[config.mk]
export PLATFORM = sky130hd
export DESIGN_NAME = fidalloc_ctrl
export DESIGN_NICKNAME = d
export VERILOG_FILES = /design/src/rtl/core/fidalloc_pkg.sv /design/src/rtl/core/fidalloc_ctrl.sv
export SDC_FILE = /design/constraint.sdc
export NUM_CORES = 1
export LEC_CHECK = 0
export ABC_AREA = 0
export BUFFER_PORTS_ARGS = -buffer_cell sky130_fd_sc_hd__buf_2
export CORE_MARGIN = 1.5
export CORE_UTILIZATION = 48
export CTS_CLUSTER_DIAMETER = 150
export DETAILED_ROUTE_END_ITERATION = 6
export PLACE_DENSITY = 0.76
export RECOVER_POWER = 100
export SLEW_MARGIN = 10
export SYNTH_ARGS = -nofsm -noshare
export SYNTH_HDL_FRONTEND = slang
export SYNTH_SLANG_ARGS = --single-unit
export TNS_END_PERCENT = 1
[constraint.sdc]
create_clock -name i_clk -period 1.65 [get_ports i_clk]
set_input_delay 0.33 -clock i_clk [delete_from_list [all_inputs] [get_ports i_clk]]
set_output_delay 0.33 -clock i_clk [all_outputs]
set_load 0.05 [all_outputs]
[src/rtl/core/fidalloc_pkg.sv]
// shared types and constants for the fifo id allocator
package fidalloc_pkg;

    localparam int CMD_W       = 3;
    localparam int COUNT_W     = 5;
    localparam int REL_ID_W    = 10;
    localparam int ID_OUT_W    = 10;
    localparam int STATUS_W    = 2;
    localparam int AMOUNT_W    = 11;
    localparam int S_TDATA_W   = 24;
    localparam int M_TDATA_W   = 24;

    typedef enum logic [CMD_W-1:0] {
        CMD_CREATE_ACTIVE = 3'd0,
        CMD_CREATE_IDLE   = 3'd1,
        CMD_GET           = 3'd2,
        CMD_GET_OR_CREATE = 3'd3,
        CMD_RELEASE       = 3'd4,
        CMD_RELEASE_ALL   = 3'd5
    } t_cmd;

    typedef enum logic [STATUS_W-1:0] {
        ST_OK         = 2'd0,
        ST_FEW_IDLE   = 2'd1,
        ST_EXHAUSTED  = 2'd2,
        ST_NOT_ACTIVE = 2'd3
    } t_status;

    typedef enum logic [3:0] {
        OP_NONE,
        OP_LOAD,
        OP_DECODE,
        OP_FILL,
        OP_NEW_ACT,
        OP_NEW_IDLE,
        OP_POP_RD,
        OP_POP_EMIT,
        OP_REL_RD,
        OP_REL_EMIT,
        OP_WALK_RD,
        OP_WALK_CHK,
        OP_WALK_END,
        OP_FAIL
    } t_dp_op;

    typedef struct packed {
        t_dp_op  op;
        t_status fail_status;
    } t_dp_cmd;

    typedef struct packed {
        logic [CMD_W-1:0] cmd;
        logic             cnt_zero;
        logic             fresh_short;
        logic             idle_short;
        logic             need_short;
        logic             rid_ok;
        logic             rem_last;
        logic             need_last;
        logic             walk_done;
        logic             out_free;
    } t_dp_status;

endpackage

[src/rtl/core/fidalloc_ctrl.sv]
// allocator controller state machine
module fidalloc_ctrl import fidalloc_pkg::*; (
    input  logic       i_clk,
    input  logic       i_rst_n,
    input  logic       i_in_valid,
    output logic       o_in_ready,
    input  t_dp_status i_sts,
    output t_dp_cmd    o_ctl
);

    typedef enum logic [11:0] {
        S_IDLE     = 12'b0000_0000_0001,
        S_DECODE   = 12'b0000_0000_0010,
        S_FILL     = 12'b0000_0000_0100,
        S_NEW_ID   = 12'b0000_0000_1000,
        S_POP_RD   = 12'b0000_0001_0000,
        S_POP_EMIT = 12'b0000_0010_0000,
        S_REL_RD   = 12'b0000_0100_0000,
        S_REL_EMIT = 12'b0000_1000_0000,
        S_WALK_RD  = 12'b0001_0000_0000,
        S_WALK_CHK = 12'b0010_0000_0000,
        S_WALK_END = 12'b0100_0000_0000,
        S_FAIL     = 12'b1000_0000_0000
    } t_state;

    t_state  r_state, n_state;
    t_status r_fail_st, n_fail_st;

    always_comb begin
        n_state           = r_state;
        n_fail_st         = r_fail_st;
        o_ctl.op          = OP_NONE;
        o_ctl.fail_status = r_fail_st;

        case (r_state)
            S_IDLE: begin
                if (i_in_valid) begin
                    o_ctl.op = OP_LOAD;
                    n_state  = S_DECODE;
                end
            end
            S_DECODE: begin
                o_ctl.op = OP_DECODE;
                case (t_cmd'(i_sts.cmd))
                    CMD_RELEASE: begin
                        if (i_sts.rid_ok) begin
                            n_state = S_REL_RD;
                        end else begin
                            n_fail_st = ST_NOT_ACTIVE;
                            n_state   = S_FAIL;
                        end
                    end
                    CMD_RELEASE_ALL: begin
                        n_state = S_WALK_RD;
                    end
                    CMD_CREATE_ACTIVE, CMD_CREATE_IDLE: begin
                        if (i_sts.cnt_zero) begin
                            n_fail_st = ST_OK;
                            n_state   = S_FAIL;
                        end else if (i_sts.fresh_short) begin
                            n_fail_st = ST_EXHAUSTED;
                            n_state   = S_FAIL;
                        end else begin
                            n_state = S_NEW_ID;
                        end
                    end
                    CMD_GET: begin
                        if (i_sts.cnt_zero) begin
                            n_fail_st = ST_OK;
                            n_state   = S_FAIL;
                        end else if (i_sts.idle_short) begin
                            n_fail_st = ST_FEW_IDLE;
                            n_state   = S_FAIL;
                        end else begin
                            n_state = S_POP_RD;
                        end
                    end
                    CMD_GET_OR_CREATE: begin
                        if (i_sts.cnt_zero) begin
                            n_fail_st = ST_OK;
                            n_state   = S_FAIL;
                        end else if (i_sts.idle_short && i_sts.need_short) begin
                            n_fail_st = ST_EXHAUSTED;
                            n_state   = S_FAIL;
                        end else if (i_sts.idle_short) begin
                            n_state = S_FILL;
                        end else begin
                            n_state = S_POP_RD;
                        end
                    end
                    default: begin
                        // unused codes give no result
                        n_state = S_IDLE;
                    end
                endcase
            end
            S_FILL: begin
                o_ctl.op = OP_FILL;
                if (i_sts.need_last) begin
                    n_state = S_POP_RD;
                end
            end
            S_NEW_ID: begin
                if (i_sts.out_free) begin
                    o_ctl.op = (t_cmd'(i_sts.cmd) == CMD_CREATE_ACTIVE) ?
                               OP_NEW_ACT : OP_NEW_IDLE;
                    if (i_sts.rem_last) begin
                        n_state = S_IDLE;
                    end
                end
            end
            S_POP_RD: begin
                o_ctl.op = OP_POP_RD;
                n_state  = S_POP_EMIT;
            end
            S_POP_EMIT: begin
                if (i_sts.out_free) begin
                    o_ctl.op = OP_POP_EMIT;
                    n_state  = i_sts.rem_last ? S_IDLE : S_POP_RD;
                end
            end
            S_REL_RD: begin
                o_ctl.op = OP_REL_RD;
                n_state  = S_REL_EMIT;
            end
            S_REL_EMIT: begin
                if (i_sts.out_free) begin
                    o_ctl.op = OP_REL_EMIT;
                    n_state  = S_IDLE;
                end
            end
            S_WALK_RD: begin
                if (i_sts.walk_done) begin
                    n_state = S_WALK_END;
                end else begin
                    o_ctl.op = OP_WALK_RD;
                    n_state  = S_WALK_CHK;
                end
            end
            S_WALK_CHK: begin
                o_ctl.op = OP_WALK_CHK;
                n_state  = S_WALK_RD;
            end
            S_WALK_END: begin
                if (i_sts.out_free) begin
                    o_ctl.op = OP_WALK_END;
                    n_state  = S_IDLE;
                end
            end
            S_FAIL: begin
                if (i_sts.out_free) begin
                    o_ctl.op = OP_FAIL;
                    n_state  = S_IDLE;
                end
            end
            default: begin
                n_state = S_IDLE;
            end
        endcase
    end

    always_ff @(posedge i_clk) begin
        if (!i_rst_n) begin
            r_state <= S_IDLE;
        end else begin
            r_state <= n_state;
        end
    end

    always_ff @(posedge i_clk) begin
        r_fail_st <= n_fail_st;
    end

    assign o_in_ready = (r_state == S_IDLE);

endmodule

== Word level (Yosys, flattened, before mapping) ==
Cells that the tools add are included.

* Equal/unequal tests: 27
* Mux-type cells: 35
* Reductions and logical operators: 7

{| class="wikitable"
|+ Operator list
! cell !! number
|-
| two-way mux 12 bit || 13
|-
| case mux 12 bit (10 select lines) || 1
|-
| case mux 12 bit (5 select lines) || 1
|-
| case mux 4 bit (12 select lines) || 1
|-
| two-way mux 4 bit || 4
|-
| two-way mux 2 bit || 7
|-
| equality test 12 x 1 -> 1 bit, second input constant || 1
|-
| equality test 12 x 10 -> 1 bit, second input constant || 1
|-
| equality test 12 x 11 -> 1 bit, second input constant || 1
|-
| equality test 12 bit, second input constant || 1
|-
| equality test 12 x 2 -> 1 bit, second input constant || 1
|-
| equality test 12 x 3 -> 1 bit, second input constant || 1
|-
| equality test 12 x 4 -> 1 bit, second input constant || 1
|-
| equality test 12 x 5 -> 1 bit, second input constant || 1
|-
| equality test 12 x 6 -> 1 bit, second input constant || 1
|-
| equality test 12 x 7 -> 1 bit, second input constant || 1
|-
| equality test 12 x 8 -> 1 bit, second input constant || 1
|-
| equality test 12 x 9 -> 1 bit, second input constant || 1
|-
| != test 2 bit, second input constant || 6
|-
| AND reduction 6 bit || 2
|-
| two-way mux 11 bit || 1
|-
| two-way mux 5 bit || 2
|-
| != test 3 bit, second input constant || 3
|-
| case mux 2 bit (4 select lines) || 1
|-
| other kinds (11) || 15
|}

* Register bits: 14
* Input bits: 15
* Output and inout port bits: 7
* Word-level logic and storage cells: 71

== Logic depth before layout (Yosys ltp) ==
Gate-level depths: netlist (run 1).

* Word-level depth: 5
* Gate-level depth with buffers: 8
* Gate-level depth less buffers: 7

== Worst setup path after synthesis (run 1) ==
OpenSTA, ideal clock, no wires.

* Kind: register -> output
* Start: register r_state[5]
* End: output port o_ctl[2] in the netlist's numbering
* Arrival time: 1918 ps
* Data required time: 1320 ps
* Slack: -598 ps
* Stages on the path, launching flop included: 9
* Path buffers: 1
* Path through: dfxtp_1 -> buf_6 -> nor4_4 -> and3_2 -> nand4b_1 -> inv_1 -> nand2_1 -> nand2_1 -> a21o_1

{| class="wikitable"
|+ RTL lines
! item !! RTL line !! text
|-
| from (decl) || fidalloc_ctrl.sv:26 || <nowiki>t_state r_state, n_state;</nowiki>
|-
| from (signal assigned) || fidalloc_ctrl.sv:166 || <nowiki>r_state <= n_state;</nowiki>
|-
| to (decl) || fidalloc_ctrl.sv:8 || <nowiki>output t_dp_cmd o_ctl</nowiki>
|}

==> results of run 1 <==
## state kept, by name, indices dropped and copies added (netlist names)
register   cells
r_fail_st      2
r_state       12
## layer usage
layer	GRT usage [%]	up-vias	routed length, µm	share of wire [%]
met1	35.3	582	1440	43
met5	0	-	0	0
met2	53.1	49	1690	50
met3	3.03	13	151	4.5
met4	13.0	0	82	2.4
li1	-	614	-	-
## cells by family after synthesis
family	share of synthesized area (%)
buf+inv	5.17
compound gates	15.9
xor+xnor	5.05
flops	28.8
simple gates	45.1
## cells in the final DEF, fill, tap and decap left out, types with 4 or more instances in the layout
cell type  count
buf_4         41
dfxtp_1        7
o21ai_0        4
nor2_1        21
a21oi_1        8
dfxtp_2        5
nor3_1         4
nand2b_1       5
nand2_1        9
nand4_1        4
buf_2         14
buf_6          5
## per-stage QoR
stage | instances | hold WS (ns)
2_1_floorplan | 132 | 0.409
3_3_place_gp | 214 | 0.530
3_5_place_dp | 214 | 0.537
4_1_cts | 221 | 0.236
5_1_grt | 221 | 0.240
6_report | 221 | 0.237
## path summary, 6_finish.rpt
path	start	cells after the start	slack, ns	end
max	r_state[7]	6	-0.51	o_ctl[5]
min	i_rst_n	2	0.24	r_state[0]
max reg2reg	r_state[8]	9	-0.27	r_state[7]
min reg2reg	r_state[3]	2	0.59	r_state[3]
## area by class of cell
cell class                      count  area, µm²  share of cell area (%)
Clock inverter                      1       3.75                   0.232
Multi-Input combinational cell    107        756                    46.8
Tap cell                           27       33.8                    2.09
Inverter                            4       17.5                    1.08
Sequential cell                    14        307                    19.0
Clock buffer                        3       22.5                    1.39
Timing Repair Buffer               65        475                    29.4
## where the power goes
group          internal, µW  total [µW]  switching (µW)
combinational           260         522             262
sequential              360         375            15.4
clock                  87.9         209             121
total                   708        1110             398
## what timing repair did
item / CTS / global route
hold buffers: 0 / 0
resized for setup: 23 / 10
pin swaps: 10 / 5
buffers inserted: 3 / 0
setup endpoints to repair: 19 / 19
==> flow_summary.json, run 1 <==
{
  "skew_ns": 0.00301,
  "ant_nets": 0,
  "dr_total_vias": 1258,
  "synthToLayoutAreaGrowth_pct": 55.2,
  "synthTopCellsByArea": "dfxtp_1 23%, nor2_1 7.9%, edfxtp_1 5.8%, a21oi_1 4.3%, nor4_4 4.1%",
  "drive_above_1_share_pct": 46.4,
  "endpoint_kind": "primary output",
  "die_h_um": 49.6,
  "crit_arrival_ns": 1.83,
  "dieArea_um2": 2460,
  "synth_edf_count": 2,
  "cts_tree": "yes",
  "utilization_pct": 80.7,
  "final_max_slew_viol_count": 0,
  "setup_viol": 17,
  "worstMarginPinSlew_ns": 0.665,
  "antenna_found_initial": 0,
  "synth-main-ff-cell": "dfxtp_1",
  "drv_cap": 0,
  "first_global_vias": 1305,
  "ir_worst_vdd_v": 0.000845,
  "nFillCells": 123,
  "crit_chain": "nor4_4 -> and3_4 -> and4b_1 -> nand2b_1 -> nand4_1 -> buf_6",
  "powerDensity_nw_per_um2": 685,
  "track_usage_pct": 29.6,
  "via_per_inst": 5.69,
  "synth_nets": 147,
  "max_freq_mhz": 462,
  "dr.pass1.iters": 4,
  "grt_pass1_wl_mm": 5.64,
  "cts_buffers": 3,
  "h-tree-depth": 1,
  "finalWirelength_mm": 3.37,
  "io-pin-count": 22,
  "critical_path.top_delay_family": "simple AND/OR/NAND/NOR gates",
  "insertion_delay_ns": 0.29,
  "max_stage_delay_ns": 0.34,
  "yosysTopAreaCell": "dfxtp_1",
  "dpl_worst_slack_ns": -0.321,
  "ctsRootBufferMaster": "clkbuf_4",
  "p_leak_uw": 0.000725,
  "fin_nets": 210,
  "drtIter0Drc": 46,
  "relSlewSlack_pct": 55.3,
  "dpl_cell_area_um2": 1460,
  "status": "finished with violations",
  "grt_setup_unrepaired": "true",
  "yosysSeqAreaShare_pct": 28.8,
  "cp-start-kind": "flip-flop",
  "fin_crit_ns": 2.16,
  "finalHoldViolations": 0,
  "ys_ff_latch": 14,
  "fin_crit_sh_pct": 131,
  "clock-sinks": 14,
  "avgSynthCellArea_um2": 7.89,
  "failed_checks": "setup timing",
  "yosysMostFrequentCell": "nor2_1",
  "cts_buffer_depth": 2,
  "p_total_uw": 1110,
  "crit_type": "reg2out",
  "async_flop_share_pct": 0,
  "die_w_um": 49.6,
  "setup_tns_ns": -4.48,
  "ys_warn_count": 0,
  "overflow": 0,
  "dp_hpwl_mm": 2.66,
  "finish.instance_area_um2": 1620,
  "num_antenna_cells": 0,
  "gp_congestion": 0.966,
  "timing.critical_path.buf_inv": 1,
  "syn_area_um2": 1040,
  "yosys.area.top_type_share_pct": 23.1,
  "fin_ws_ns": -0.514,
  "critPathMaxFanout": 4,
  "ys_types": 39,
  "drc_errors": 0,
  "grt_start_max_net_pins": 9,
  "clk_pin_slew_ns": 0.09,
  "netlist_instances": 132,
  "core_area_um2": 2000,
  "synthTopCellsByCount": "22 x nor2_1, 12 x dfxtp_1, 11 x nand2_1",
  "start_util_pct": 52.0,
  "wire_per_inst_um": 15.2,
  "hp-class": "in2reg",
  "slowest_stage": "dfxtp_2",
  "place.port_buffers": 21,
  "row_count": 16,
  "cp.required_ns": 1.32
}
Note: power is estimated with default switching activity, not from simulation.
==> run 2: changes to the inputs <==
--- a/config.mk
+++ b/config.mk
@@ -9,6 +9,7 @@
 export BUFFER_PORTS_ARGS = -buffer_cell sky130_fd_sc_hd__buf_2
 export CORE_MARGIN = 1.5
 export CORE_UTILIZATION = 48
+export CTS_BUF_LIST = sky130_fd_sc_hd__clkbuf_16
 export CTS_CLUSTER_DIAMETER = 150
 export DETAILED_ROUTE_END_ITERATION = 6
 export PLACE_DENSITY = 0.76
==> flow_summary.json, run 2 (synthesis results as in run 1) <==
{
  "status": "finished with violations",
  "failed_checks": "setup timing",
  "top_register": "r_state",
  "fin_crit_sh_pct": 132,
  "h-tree-depth": 1,
  "largest_reg_flops": 12,
  "via_per_inst": 6.36,
  "cp-start-kind": "flip-flop",
  "hp-class": "in2reg",
  "grt_pass1_wl_mm": 7.04,
  "nFillCells": 90,
  "met1_length_mm": 1.68,
  "insertion_delay_ns": 0.25,
  "start_util_pct": 52.0,
  "setup_viol": 19,
  "finish.instance_area_um2": 1770,
  "finalHoldViolations": 0,
  "p_leak_uw": 0.000790,
  "grt_start_max_net_pins": 9,
  "num_antenna_cells": 0,
  "synthToLayoutAreaGrowth_pct": 69.7,
  "dieArea_um2": 2460,
  "critPathCapture": "o_ctl[3]",
  "dpl_worst_slack_ns": -0.321,
  "wire_per_inst_um": 19.9,
  "track_usage_pct": 37.5,
  "io-pin-count": 22,
  "die_h_um": 49.6,
  "dp_hpwl_mm": 2.66,
  "drive_above_1_share_pct": 52.0,
  "drc_errors": 0,
  "dp_cells": 214,
  "clk_pin_slew_ns": 0.05,
  "place.port_buffers": 21,
  "drv_cap": 0,
  "critPathMaxFanout": 3,
  "max_freq_mhz": 459,
  "fin_ws_ns": -0.530,
  "fin_cells": 227,
  "startpoint": "r_state[5]",
  "relSlewSlack_pct": 54.0,
  "powerDensity_nw_per_um2": 808,
  "ant_nets": 0,
  "grt_setup_unrepaired": "true",
  "endpoint_kind": "primary output",
  "ctsRootBufferMaster": "clkbuf_16",
  "fin_crit_ns": 2.18,
  "utilization_pct": 88.3,
  "reg2reg_from": "r_state[5]",
  "hold-worst-slack_ns": 0.289,
  "crit_arrival_ns": 1.85,
  "die_w_um": 49.6,
  "reg.largest.list": "r_state: 12 flops, r_fail_st: 2 flops",
  "gp_congestion": 0.966,
  "row_count": 16,
  "cts_tree": "yes",
  "core_area_um2": 2000,
  "crit_type": "reg2out",
  "cp.required_ns": 1.32,
  "r2r-end": "r_state[0]",
  "dr_wl_met3_um": 436,
  "first_global_vias": 1448,
  "overflow": 0,
  "dr_wl_met2_mm": 2.13,
  "dr_total_vias": 1444,
  "layout_common_cells": "46 x buf_4, 18 x nor2_1, 14 x buf_2",
  "drtIter0Drc": 92,
  "worstMarginPinSlew_ns": 0.684,
  "ir_worst_vdd_v": 0.000908,
  "top_layer_used": "met4",
  "cts_buffer_depth": 2,
  "antenna_found_initial": 0,
  "final_max_slew_viol_count": 0,
  "fin_nets": 216,
  "skew_ns": 0.00105,
  "dpl_cell_area_um2": 1460,
  "cts_buffers": 3,
  "final_common_cell": "buf_4",
  "reg2reg_slack_ns": -0.46,
  "clock-sinks": 14,
  "rr_worst_depth": 8,
  "dr.pass1.iters": 4,
  "finalWirelength_mm": 4.52
}
## run 2: changes by cell type in the layout (fill, tap and decap cells not counted), sizes merged
cell	before	now
buf	62	67
clkbuf	6	7
## run 2: what timing repair did
item | CTS | global route
pin swaps | 9 | 7
endpoints found under the setup margin | 19 | 19
gates resized for setup | 29 | 16
buffers inserted | 5 | 4
hold buffers | 0 | 0
## run 2: cell type report
class | instances | area [µm²] | share of cell area, %
Multi-Input combinational cell | 107 | 797 | 45.1
Timing Repair Buffer | 71 | 529 | 30.0
Sequential cell | 14 | 310 | 17.6
Clock buffer | 3 | 75.1 | 4.25
Tap cell | 27 | 33.8 | 1.91
Inverter | 4 | 17.5 | 0.992
Clock inverter | 1 | 3.75 | 0.212
## run 2: metal layers
metal,up-vias,global-route usage [%]
li1,620,-
met1,682,46.9
met2,106,60.0
met3,36,7.58
met4,0,20.8
met5,-,0
## run 2: report_power, final
part           switching (µW)  leakage, µW  internal [µW]
clock network             153    0.0000385            322
logic                     295     0.000634            281
registers                16.7     0.000118            361
total                     464     0.000790            963
## run 2: worst min-delay path by stage
| stage | slack [ns] | cells after the start | start | end |
|---|---|---|---|---|
| 6_report | 0.29 | 2 | i_rst_n | r_state[0] |
| 3_3_place_gp | 0.53 | 2 | i_rst_n | r_state[0] |
| 2_1_floorplan | 0.41 | 1 | i_rst_n | r_state[0] |
| 4_1_cts | 0.30 | 2 | i_rst_n | r_state[0] |
| 3_5_place_dp | 0.54 | 2 | i_rst_n | r_state[0] |
| 5_1_grt | 0.31 | 2 | i_rst_n | r_state[0] |
## run 2: critical path: stages, from the launching register on
cell      delay [ns]
dfxtp_2         0.34
nor4_4          0.34
and3_4          0.27
buf_12          0.11
nand4b_4        0.12
and3_4          0.18
nand3_2         0.09
buf_8           0.15
## run 2: through the flow
stage                     total power, µW  TNS, ns
after floorplan                       625    -1.79
after global placement                800    -3.02
after detailed placement              811    -3.83
after CTS                            1360    -3.56
after global routing                 1460    -7.14
final                                1430    -5.84
